## config.mk

```make
export PLATFORM = sky130hd
export DESIGN_NAME = c_comment_compactor_unit
export DESIGN_NICKNAME = d
export VERILOG_FILES = /design/src/design/ccc_pkg.sv /design/src/design/ccc_in_reg.sv /design/src/design/ccc_scan.sv /design/src/design/ccc_res_buf.sv /design/src/design/c_comment_compactor_unit.sv
export SDC_FILE = /design/constraint.sdc
export NUM_CORES = 1
export LEC_CHECK = 0
export BUFFER_PORTS_ARGS = -buffer_cell sky130_fd_sc_hd__buf_4
export CAP_MARGIN = 5
export CORE_MARGIN = 5
export CORE_UTILIZATION = 46
export CTS_CLUSTER_DIAMETER = 100
export CTS_CLUSTER_SIZE = 14
export DETAILED_ROUTE_END_ITERATION = 16
export GPL_TIMING_DRIVEN = 0
export MAX_ROUTING_LAYER = met4
export PLACE_DENSITY = 0.68
export SLEW_MARGIN = 15
export SYNTH_ARGS = -nofsm -noshare
export SYNTH_HDL_FRONTEND = slang
export SYNTH_HIERARCHICAL = 1
export SYNTH_SLANG_ARGS = --single-unit
export TNS_END_PERCENT = 1
```

## constraint.sdc

```tcl
create_clock -name clock -period 2.4 [get_ports clock]
set_clock_uncertainty 0.1 [all_clocks]
set_input_delay 0.12 -clock clock [delete_from_list [all_inputs] [get_ports clock]]
set_output_delay 0.12 -clock clock [all_outputs]
set_load 0.05 [all_outputs]
```

## src/design/ccc_pkg.sv

```systemverilog
package ccc_pkg;

   localparam int UNIT_BITS = 16;

   localparam logic [UNIT_BITS-1:0] CH_CR = UNIT_BITS'(8'h0D);
   localparam logic [UNIT_BITS-1:0] CH_LF = UNIT_BITS'(8'h0A);
   localparam logic [UNIT_BITS-1:0] CH_DQ = UNIT_BITS'(8'h22);
   localparam logic [UNIT_BITS-1:0] CH_SQ = UNIT_BITS'(8'h27);
   localparam logic [UNIT_BITS-1:0] CH_BS = UNIT_BITS'(8'h5C);
   localparam logic [UNIT_BITS-1:0] CH_SL = UNIT_BITS'(8'h2F);
   localparam logic [UNIT_BITS-1:0] CH_ST = UNIT_BITS'(8'h2A);

   typedef enum logic [2:0] {
      MODE_PLAIN = 3'd0,
      MODE_DQ    = 3'd1,
      MODE_SQ    = 3'd2,
      MODE_LINE  = 3'd3,
      MODE_BLOCK = 3'd4
   } mode_type;

   typedef struct packed {
      logic [UNIT_BITS-1:0] unit;
      logic                 last;
   } item_type;

   typedef struct packed {
      logic [UNIT_BITS-1:0] unit;
      logic                 has_unit;
      logic                 end_of_text;
      logic                 text_changed;
   } rslt_type;

   typedef struct packed {
      logic [1:0] count;
      rslt_type   first;
      rslt_type   second;
   } pair_type;

endpackage

```

## src/design/ccc_in_reg.sv

```systemverilog
module ccc_in_reg (
   input  logic               clock,
   input  logic               reset,
   input  logic               in_valid,
   output logic               in_ready,
   input  ccc_pkg::item_type  in_item,
   input  logic               advance,
   output logic               item_valid,
   output ccc_pkg::item_type  item
);

   logic              valid_ff;
   logic              valid_in;
   ccc_pkg::item_type item_ff;

   assign in_ready   = !valid_ff || advance;
   assign item_valid = valid_ff;
   assign item       = item_ff;

   always_comb begin
      valid_in = valid_ff;
      if (in_valid && in_ready) begin
         valid_in = 1'b1;
      end else if (advance) begin
         valid_in = 1'b0;
      end
   end

   always_ff @(posedge clock) begin
      if (reset) begin
         valid_ff <= 1'b0;
      end else begin
         valid_ff <= valid_in;
      end
   end

   always_ff @(posedge clock) begin
      if (in_valid && in_ready) begin
         item_ff <= in_item;
      end
   end

endmodule

```

## src/design/ccc_scan.sv

```systemverilog
module ccc_scan (
   input  logic               clock,
   input  logic               reset,
   input  logic               advance,
   input  ccc_pkg::item_type  item,
   output ccc_pkg::pair_type  pair
);

   ccc_pkg::mode_type mode_ff, mode_in;
   logic slash_ff, slash_in;
   logic esc_ff, esc_in;
   logic star_ff, star_in;
   logic drop_ff, drop_in;

   logic [ccc_pkg::UNIT_BITS-1:0] u, u0, u1;
   logic [1:0] n;
   logic       eol;
   logic       marker;

   assign u   = item.unit;
   assign eol = (u == ccc_pkg::CH_CR) || (u == ccc_pkg::CH_LF);

   always_comb begin
      mode_in  = mode_ff;
      slash_in = slash_ff;
      esc_in   = esc_ff;
      star_in  = star_ff;
      drop_in  = drop_ff;
      n        = 2'd0;
      u0       = '0;
      u1       = '0;
      marker   = 1'b0;
      case (mode_ff)
         ccc_pkg::MODE_DQ, ccc_pkg::MODE_SQ: begin
            n  = 2'd1;
            u0 = u;
            if (esc_ff) begin
               esc_in = 1'b0;
            end else if (u == ccc_pkg::CH_BS) begin
               esc_in = 1'b1;
            end else if (eol || u == ((mode_ff == ccc_pkg::MODE_DQ) ? ccc_pkg::CH_DQ
                                                                   : ccc_pkg::CH_SQ)) begin
               mode_in = ccc_pkg::MODE_PLAIN;
            end
         end
         ccc_pkg::MODE_LINE: begin
            if (eol) begin
               n       = 2'd1;
               u0      = u;
               mode_in = ccc_pkg::MODE_PLAIN;
            end else begin
               drop_in = 1'b1;
            end
         end
         ccc_pkg::MODE_BLOCK: begin
            if (star_ff && u == ccc_pkg::CH_SL) begin
               n       = 2'd2;
               u0      = ccc_pkg::CH_ST;
               u1      = ccc_pkg::CH_SL;
               star_in = 1'b0;
               mode_in = ccc_pkg::MODE_PLAIN;
            end else begin
               if (star_ff) begin
                  drop_in = 1'b1;
               end
               star_in = 1'b0;
               if (item.last || eol) begin
                  n  = 2'd1;
                  u0 = u;
               end else if (u == ccc_pkg::CH_ST) begin
                  star_in = 1'b1;
               end else begin
                  drop_in = 1'b1;
               end
            end
         end
         default: begin
            mode_in  = ccc_pkg::MODE_PLAIN;
            slash_in = 1'b0;
            if (slash_ff && u == ccc_pkg::CH_ST) begin
               n       = 2'd2;
               u0      = ccc_pkg::CH_SL;
               u1      = ccc_pkg::CH_ST;
               mode_in = ccc_pkg::MODE_BLOCK;
               star_in = 1'b0;
            end else if (slash_ff && u == ccc_pkg::CH_SL) begin
               n       = 2'd2;
               u0      = ccc_pkg::CH_SL;
               u1      = ccc_pkg::CH_SL;
               mode_in = ccc_pkg::MODE_LINE;
            end else begin
               if (slash_ff) begin
                  n  = 2'd1;
                  u0 = ccc_pkg::CH_SL;
               end
               if (u == ccc_pkg::CH_SL) begin
                  slash_in = 1'b1;
               end else begin
                  if (slash_ff) begin
                     n  = 2'd2;
                     u1 = u;
                  end else begin
                     n  = 2'd1;
                     u0 = u;
                  end
                  if (u == ccc_pkg::CH_DQ) begin
                     mode_in = ccc_pkg::MODE_DQ;
                     esc_in  = 1'b0;
                  end else if (u == ccc_pkg::CH_SQ) begin
                     mode_in = ccc_pkg::MODE_SQ;
                     esc_in  = 1'b0;
                  end
               end
            end
         end
      endcase

      if (item.last) begin
         // flush a held slash, otherwise emit a bare end marker if nothing went out
         if (slash_in) begin
            n  = 2'd1;
            u0 = ccc_pkg::CH_SL;
         end else if (n == 2'd0) begin
            n      = 2'd1;
            marker = 1'b1;
         end
      end

      pair.count               = n;
      pair.first.unit          = u0;
      pair.first.has_unit      = !marker;
      pair.first.end_of_text   = item.last && (n == 2'd1);
      pair.first.text_changed  = item.last && (n == 2'd1) && drop_in;
      pair.second.unit         = u1;
      pair.second.has_unit     = 1'b1;
      pair.second.end_of_text  = item.last;
      pair.second.text_changed = item.last && drop_in;
   end

   always_ff @(posedge clock) begin
      if (reset) begin
         mode_ff  <= ccc_pkg::MODE_PLAIN;
         slash_ff <= 1'b0;
         esc_ff   <= 1'b0;
         star_ff  <= 1'b0;
         drop_ff  <= 1'b0;
      end else if (advance) begin
         if (item.last) begin
            mode_ff  <= ccc_pkg::MODE_PLAIN;
            slash_ff <= 1'b0;
            esc_ff   <= 1'b0;
            star_ff  <= 1'b0;
            drop_ff  <= 1'b0;
         end else begin
            mode_ff  <= mode_in;
            slash_ff <= slash_in;
            esc_ff   <= esc_in;
            star_ff  <= star_in;
            drop_ff  <= drop_in;
         end
      end
   end

   a_last_emits: assert property (@(posedge clock) disable iff (reset)
      advance && item.last |-> pair.count != 2'd0)
      else $error("final unit produced no result");

   a_slash_only_plain: assert property (@(posedge clock) disable iff (reset)
      slash_ff |-> mode_ff == ccc_pkg::MODE_PLAIN)
      else $error("slash held outside plain text");

endmodule

```

## src/design/ccc_res_buf.sv

```systemverilog
module ccc_res_buf (
   input  logic               clock,
   input  logic               reset,
   input  logic               load,
   input  ccc_pkg::pair_type  pair,
   output logic               free,
   output logic               out_valid,
   input  logic               out_ready,
   output ccc_pkg::rslt_type  out_rslt
);

   logic [1:0]        cnt_ff, cnt_in;
   ccc_pkg::rslt_type slot0_ff, slot0_in;
   ccc_pkg::rslt_type slot1_ff, slot1_in;
   logic              pop;

   assign out_valid = (cnt_ff != 2'd0);
   assign out_rslt  = slot0_ff;
   assign pop       = out_valid && out_ready;
   assign free      = (cnt_ff == 2'd0) || ((cnt_ff == 2'd1) && pop);

   always_comb begin
      cnt_in   = cnt_ff;
      slot0_in = slot0_ff;
      slot1_in = slot1_ff;
      if (pop) begin
         slot0_in = slot1_ff;
         cnt_in   = cnt_ff - 2'd1;
      end
      if (load) begin
         slot0_in = pair.first;
         slot1_in = pair.second;
         cnt_in   = pair.count;
      end
   end

   always_ff @(posedge clock) begin
      if (reset) begin
         cnt_ff <= 2'd0;
      end else begin
         cnt_ff <= cnt_in;
      end
   end

   always_ff @(posedge clock) begin
      slot0_ff <= slot0_in;
      slot1_ff <= slot1_in;
   end

   a_load_when_free: assert property (@(posedge clock) disable iff (reset)
      load |-> free)
      else $error("result pair loaded over pending results");

   a_count_range: assert property (@(posedge clock) disable iff (reset)
      cnt_ff != 2'd3)
      else $error("result count out of range");

endmodule

```

## src/design/c_comment_compactor_unit.sv

```systemverilog
// Reduces C-style comments in a UTF-16 text stream to bare markers: a line
// comment to // with its line end kept, a block comment to /**/ with its CR and
// LF units kept; quoted literals pass unchanged. One code unit is taken per
// transfer on req_ with tlast marking the final unit of a buffer; the results
// leave on rsp_, the last one of a buffer flagged by tlast and carrying the
// dropped-anything flag. A unit is registered on input, then scanned with its
// results loaded into the result register. Sustained rate is one unit per cycle
// while each unit gives at most one result and rsp_tready holds high; a unit
// giving two results (after a held slash, or a closing star-slash) holds the
// next unit until its second result leaves the two-entry result register, which drains one transfer per cycle.
module c_comment_compactor_unit (
   input  logic                          clock,
   input  logic                          reset,
   input  logic                          req_tvalid,
   output logic                          req_tready,
   input  logic [ccc_pkg::UNIT_BITS-1:0] req_tdata,  // [15:0] code_unit
   input  logic                          req_tlast,  // final_unit
   output logic                          rsp_tvalid,
   input  logic                          rsp_tready,
   output logic [ccc_pkg::UNIT_BITS-1:0] rsp_tdata,  // [15:0] out_unit
   output logic [1:0]                    rsp_tuser,  // [0] has_unit, [1] text_changed
   output logic                          rsp_tlast   // end_of_text
);

   ccc_pkg::item_type in_item;
   ccc_pkg::item_type item;
   ccc_pkg::pair_type pair;
   ccc_pkg::rslt_type rslt;
   logic              item_valid;
   logic              free;
   logic              advance;

   assign in_item.unit = req_tdata;
   assign in_item.last = req_tlast;
   assign advance      = item_valid && free;

   ccc_in_reg u_in_reg (
      .clock      (clock),
      .reset      (reset),
      .in_valid   (req_tvalid),
      .in_ready   (req_tready),
      .in_item    (in_item),
      .advance    (advance),
      .item_valid (item_valid),
      .item       (item)
   );

   ccc_scan u_scan (
      .clock   (clock),
      .reset   (reset),
      .advance (advance),
      .item    (item),
      .pair    (pair)
   );

   ccc_res_buf u_res_buf (
      .clock     (clock),
      .reset     (reset),
      .load      (advance),
      .pair      (pair),
      .free      (free),
      .out_valid (rsp_tvalid),
      .out_ready (rsp_tready),
      .out_rslt  (rslt)
   );

   assign rsp_tdata = rslt.unit;
   assign rsp_tuser = {rslt.text_changed, rslt.has_unit};
   assign rsp_tlast = rslt.end_of_text;

endmodule

```

==> impl_metrics.py <==
metrics = {
    "outcome": {
        "status": "finished with violations",
        "violations": "negative setup slack",
    },
    "die": {
        "rows": 30,
        "core_region_area_sq_um": 6870,
        "die_height_um": 94.3,
        "io_pins": 42,
        "die_x_um": 94.3,
        "die_area_sq_um": 8880,
        "start_util": 0.475,
    },
    "cts": {
        "htree_levels": 3,
        "cts_sinks": 65,
        "clock_path_buffers": 2,
        "root_buffer": "clkbuf_8",
        "clock_latency_ps": 340,
        "clk_pin_slew_ps": 70,
        "cts_tree": "yes",
        "cts_made_buffers": 9,
    },
    "global_routing": {
        "grt_max_degree": 29,
        "track_usage": 0.181,
        "antenna_found_initial": 0,
        "grt.overflow.total": 0,
        "grt_pass1_wl_um": 12000,
        "grt_pass1_vias": 2394,
    },
    "timing": {
        "fin_crit_sh": 1.09,
        "hold_violations": 0,
        "timing.hold.ws_ps": 63.9,
        "rsz0062_at_grt": "yes",
        "drv_slew": 0,
        "fmax_mhz": 381,
        "worst_slew_pin_slew_ps": 567,
        "finalSetupTns_ps": -2580,
        "worst_slack_ps": -222,
        "max-slew-margin-rel": 0.620,
        "min_period_ps": 2620,
        "setup-violations-final": 16,
    },
    "detailed_routing": {
        "drc": 0,
        "via_per_inst": 5.23,
        "drt_first_iter_violations": 143,
        "drt-total-wl_um": 7230,
        "ant_nets": 0,
        "drt_first_pass_iters": 4,
        "avgRoutedWirePerCell_um": 16.0,
        "via_count": 2364,
    },
    "worst_setup_path": {
        "cp_slowest_cell": "edfxtp_1",
        "r2r_start": "u_in_reg/item[13]$_DFFE_PP_",
        "crit_chain": "nor4_4 -> and4_4 -> nand3_4 -> o31a_1 -> o211a_1 -> buf_6 -> and2_4 -> mux2_2",
        "crit_fanout": 10,
        "worstPathArrival_ps": 2600,
        "critPathKind": "flop to flop",
        "ff2ff_path_depth": 8,
        "crit_required_ps": 2380,
        "critPathTopFamily": "simple AND/OR/NAND/NOR gates",
        "worstReg2RegEnd": "u_res_buf/out_rslt[13]$_DFFE_PP_",
        "startpoint_type": "flop",
        "cp.buffers_inverters": 1,
        "end_kind": "flop",
        "r2r_slack_ps": -220,
        "max_stage_delay_ps": 440,
    },
    "final_layout": {
        "nFillCells": 570,
        "nNetsFinal": 374,
        "diodes": 0,
        "syn2layout_area_growth_pct": 28.4,
        "final_cells": 452,
        "fin_area_sq_um": 4190,
        "drive_gt1_frac": 0.329,
        "finalCoreUtilization": 0.610,
    },
    "yosys": {
        "synthCells": 274,
        "synth_top_cell_area_share": 0.506,
        "synth_area_per_cell_sq_um": 11.9,
        "synthArstFlopShare": 0,
        "synth-edff-count": 55,
        "ys_ff_latch": 65,
        "synth_ff_type": "edfxtp_1",
        "yosysWarnings": 6,
        "ys_seq_area_frac": 0.567,
        "yosysUniqueCellTypes": 57,
        "yosysTopAreaCell": "edfxtp_1",
        "synthTopCellsByArea": "edfxtp_1 51%, mux2_2 7.6%, dfxtp_1 6.1%",
        "synth_nets": 297,
        "netlist_area_sq_um": 3270,
    },
    "place": {
        "finalWeightedCongestion": 0.886,
        "port_buffers": 41,
        "post-place-ws_ps": -344,
        "place_inst": 411,
        "hpwl_um": 4970,
        "place_area_sq_um": 3690,
    },
    "min_path": {
        "hold_class": "input pin to flop",
        "worstHoldEndpoint": "u_res_buf/cnt_ff[1]$_SDFFE_PP0P_",
        "whs_path_depth": 4,
        "worstHoldStart": "rsp_tready",
    },
    "power": {
        "max-vdd-ir-drop_mv": 0.369,
        "p_leak_nw": 1.60,
        "p_per_area_nw_per_um2": 729,
        "p_total_mw": 3.06,
    },
    "flow_run": {
        "timing.max_cap.violations": 0,
    },
}
-- Yosys cell counts, types with 3 or more instances --
library cell / n
a21oi_1: 6
xnor2_1: 3
nand2_1: 27
and2_1: 21
o21ai_0: 10
nand2b_1: 3
inv_1: 9
nor2_1: 18
mux2_2: 22
nand3_1: 7
buf_4: 4
and3_1: 7
mux2i_1: 3
edfxtp_1: 55
nor3_1: 9
o211ai_1: 4
nor2b_1: 4
nor3b_1: 3
dfxtp_1: 10
and2_4: 5
-- state kept, by name, indices dropped and copies added, names as in the netlist --
name,flops
u_in_reg/item,17
u_in_reg/item_valid,1
u_res_buf/cnt_ff,2
u_res_buf/out_rslt,19
u_res_buf/slot1_ff,19
u_scan/star_ff,1
u_scan/slash_ff,1
u_scan/mode_ff,3
u_scan/esc_ff,1
u_scan/drop_ff,1
-- cells in the final DEF, fill, tap and decap left out, drive strengths merged, types with 5 or more instances in the layout --
cell type / Yosys / layout
and2: 27 / 27
nor2: 19 / 19
nand2: 27 / 27
edfxtp: 55 / 55
inv: 9 / 10
and3: 7 / 7
clkbuf: 2 / 11
a21oi: 7 / 7
mux2: 22 / 22
buf: 7 / 54
o21ai: 10 / 10
nor3: 9 / 9
nand3: 8 / 8
dfxtp: 10 / 10
dlygate4sd3: 0 / 19
clkinv: 0 / 5
nor2b: 5 / 5
-- layout make-up --
class	instances	area [sq um]	share of cell area
multi-input combinational	191	1390	0.332
buffer	9	57.6	0.0137
sequential	65	1850	0.442
tap	96	120	0.0286
clock inverter	7	70.1	0.0167
inverter	9	33.8	0.00806
timing repair buffer	66	543	0.130
clock buffer	9	124	0.0295
-- timing repair --
action                                  4_1_cts  5_1_grt
hold buffers                                 19        0
buffers inserted                              3        3
pin swaps                                     4        4
hold endpoints to repair                     20        0
endpoints found under the setup margin       40       63
resized for setup                            11       11
-- routing by layer --
metal  vias to the layer above  share of wire  GRT usage
li1                       1160              -          -
met1                      1123           0.47      0.242
met2                        73           0.47      0.280
met3                         8          0.050     0.0264
met4                         0          0.013     0.0686
met5                         -              0          -
-- cells by family after synthesis --
family	Yosys count	share of synthesized area
adders and majority gates	2	0.00766
buffers and inverters	18	0.0280
muxes	25	0.0851
other	1	0.00115
and+or+nand+nor	121	0.215
DFF	65	0.567
AOI/OAI and AO/OA	38	0.0797
xor gates and xnor gates	4	0.0165
-- worst max path at each step --
stage,startpoint,endpoint,slack (ps),cells past startpoint
detailed placement,u_in_reg/item[1]$_DFFE_PP_,u_res_buf/out_rslt[3]$_DFFE_PP_,-340,7
global placement,u_in_reg/item[1]$_DFFE_PP_,u_res_buf/out_rslt[5]$_DFFE_PP_,-340,7
global route,u_in_reg/item[13]$_DFFE_PP_,u_res_buf/out_rslt[13]$_DFFE_PP_,-280,8
finish,u_in_reg/item[13]$_DFFE_PP_,u_res_buf/out_rslt[13]$_DFFE_PP_,-220,8
floorplan,u_res_buf/cnt_ff[0]$_SDFFE_PP0P_,u_res_buf/out_rslt[0]$_DFFE_PP_,-40,7
CTS,u_in_reg/item[15]$_DFFE_PP_,u_res_buf/out_rslt[7]$_DFFE_PP_,-230,8
-- where the power goes --
part / total, mW / internal (mW) / switching (mW)
sequential: 1.44 / 1.39 / 0.0556
combinational: 0.708 / 0.261 / 0.448
clock: 0.906 / 0.479 / 0.426
-- tightest hold or removal path, cell delays in order --
cell and delay [ps]:
buf_4 90, nand3b_1 70, o211ai_1 100, a21oi_1 70
Power figures use the tool's default switching activity.
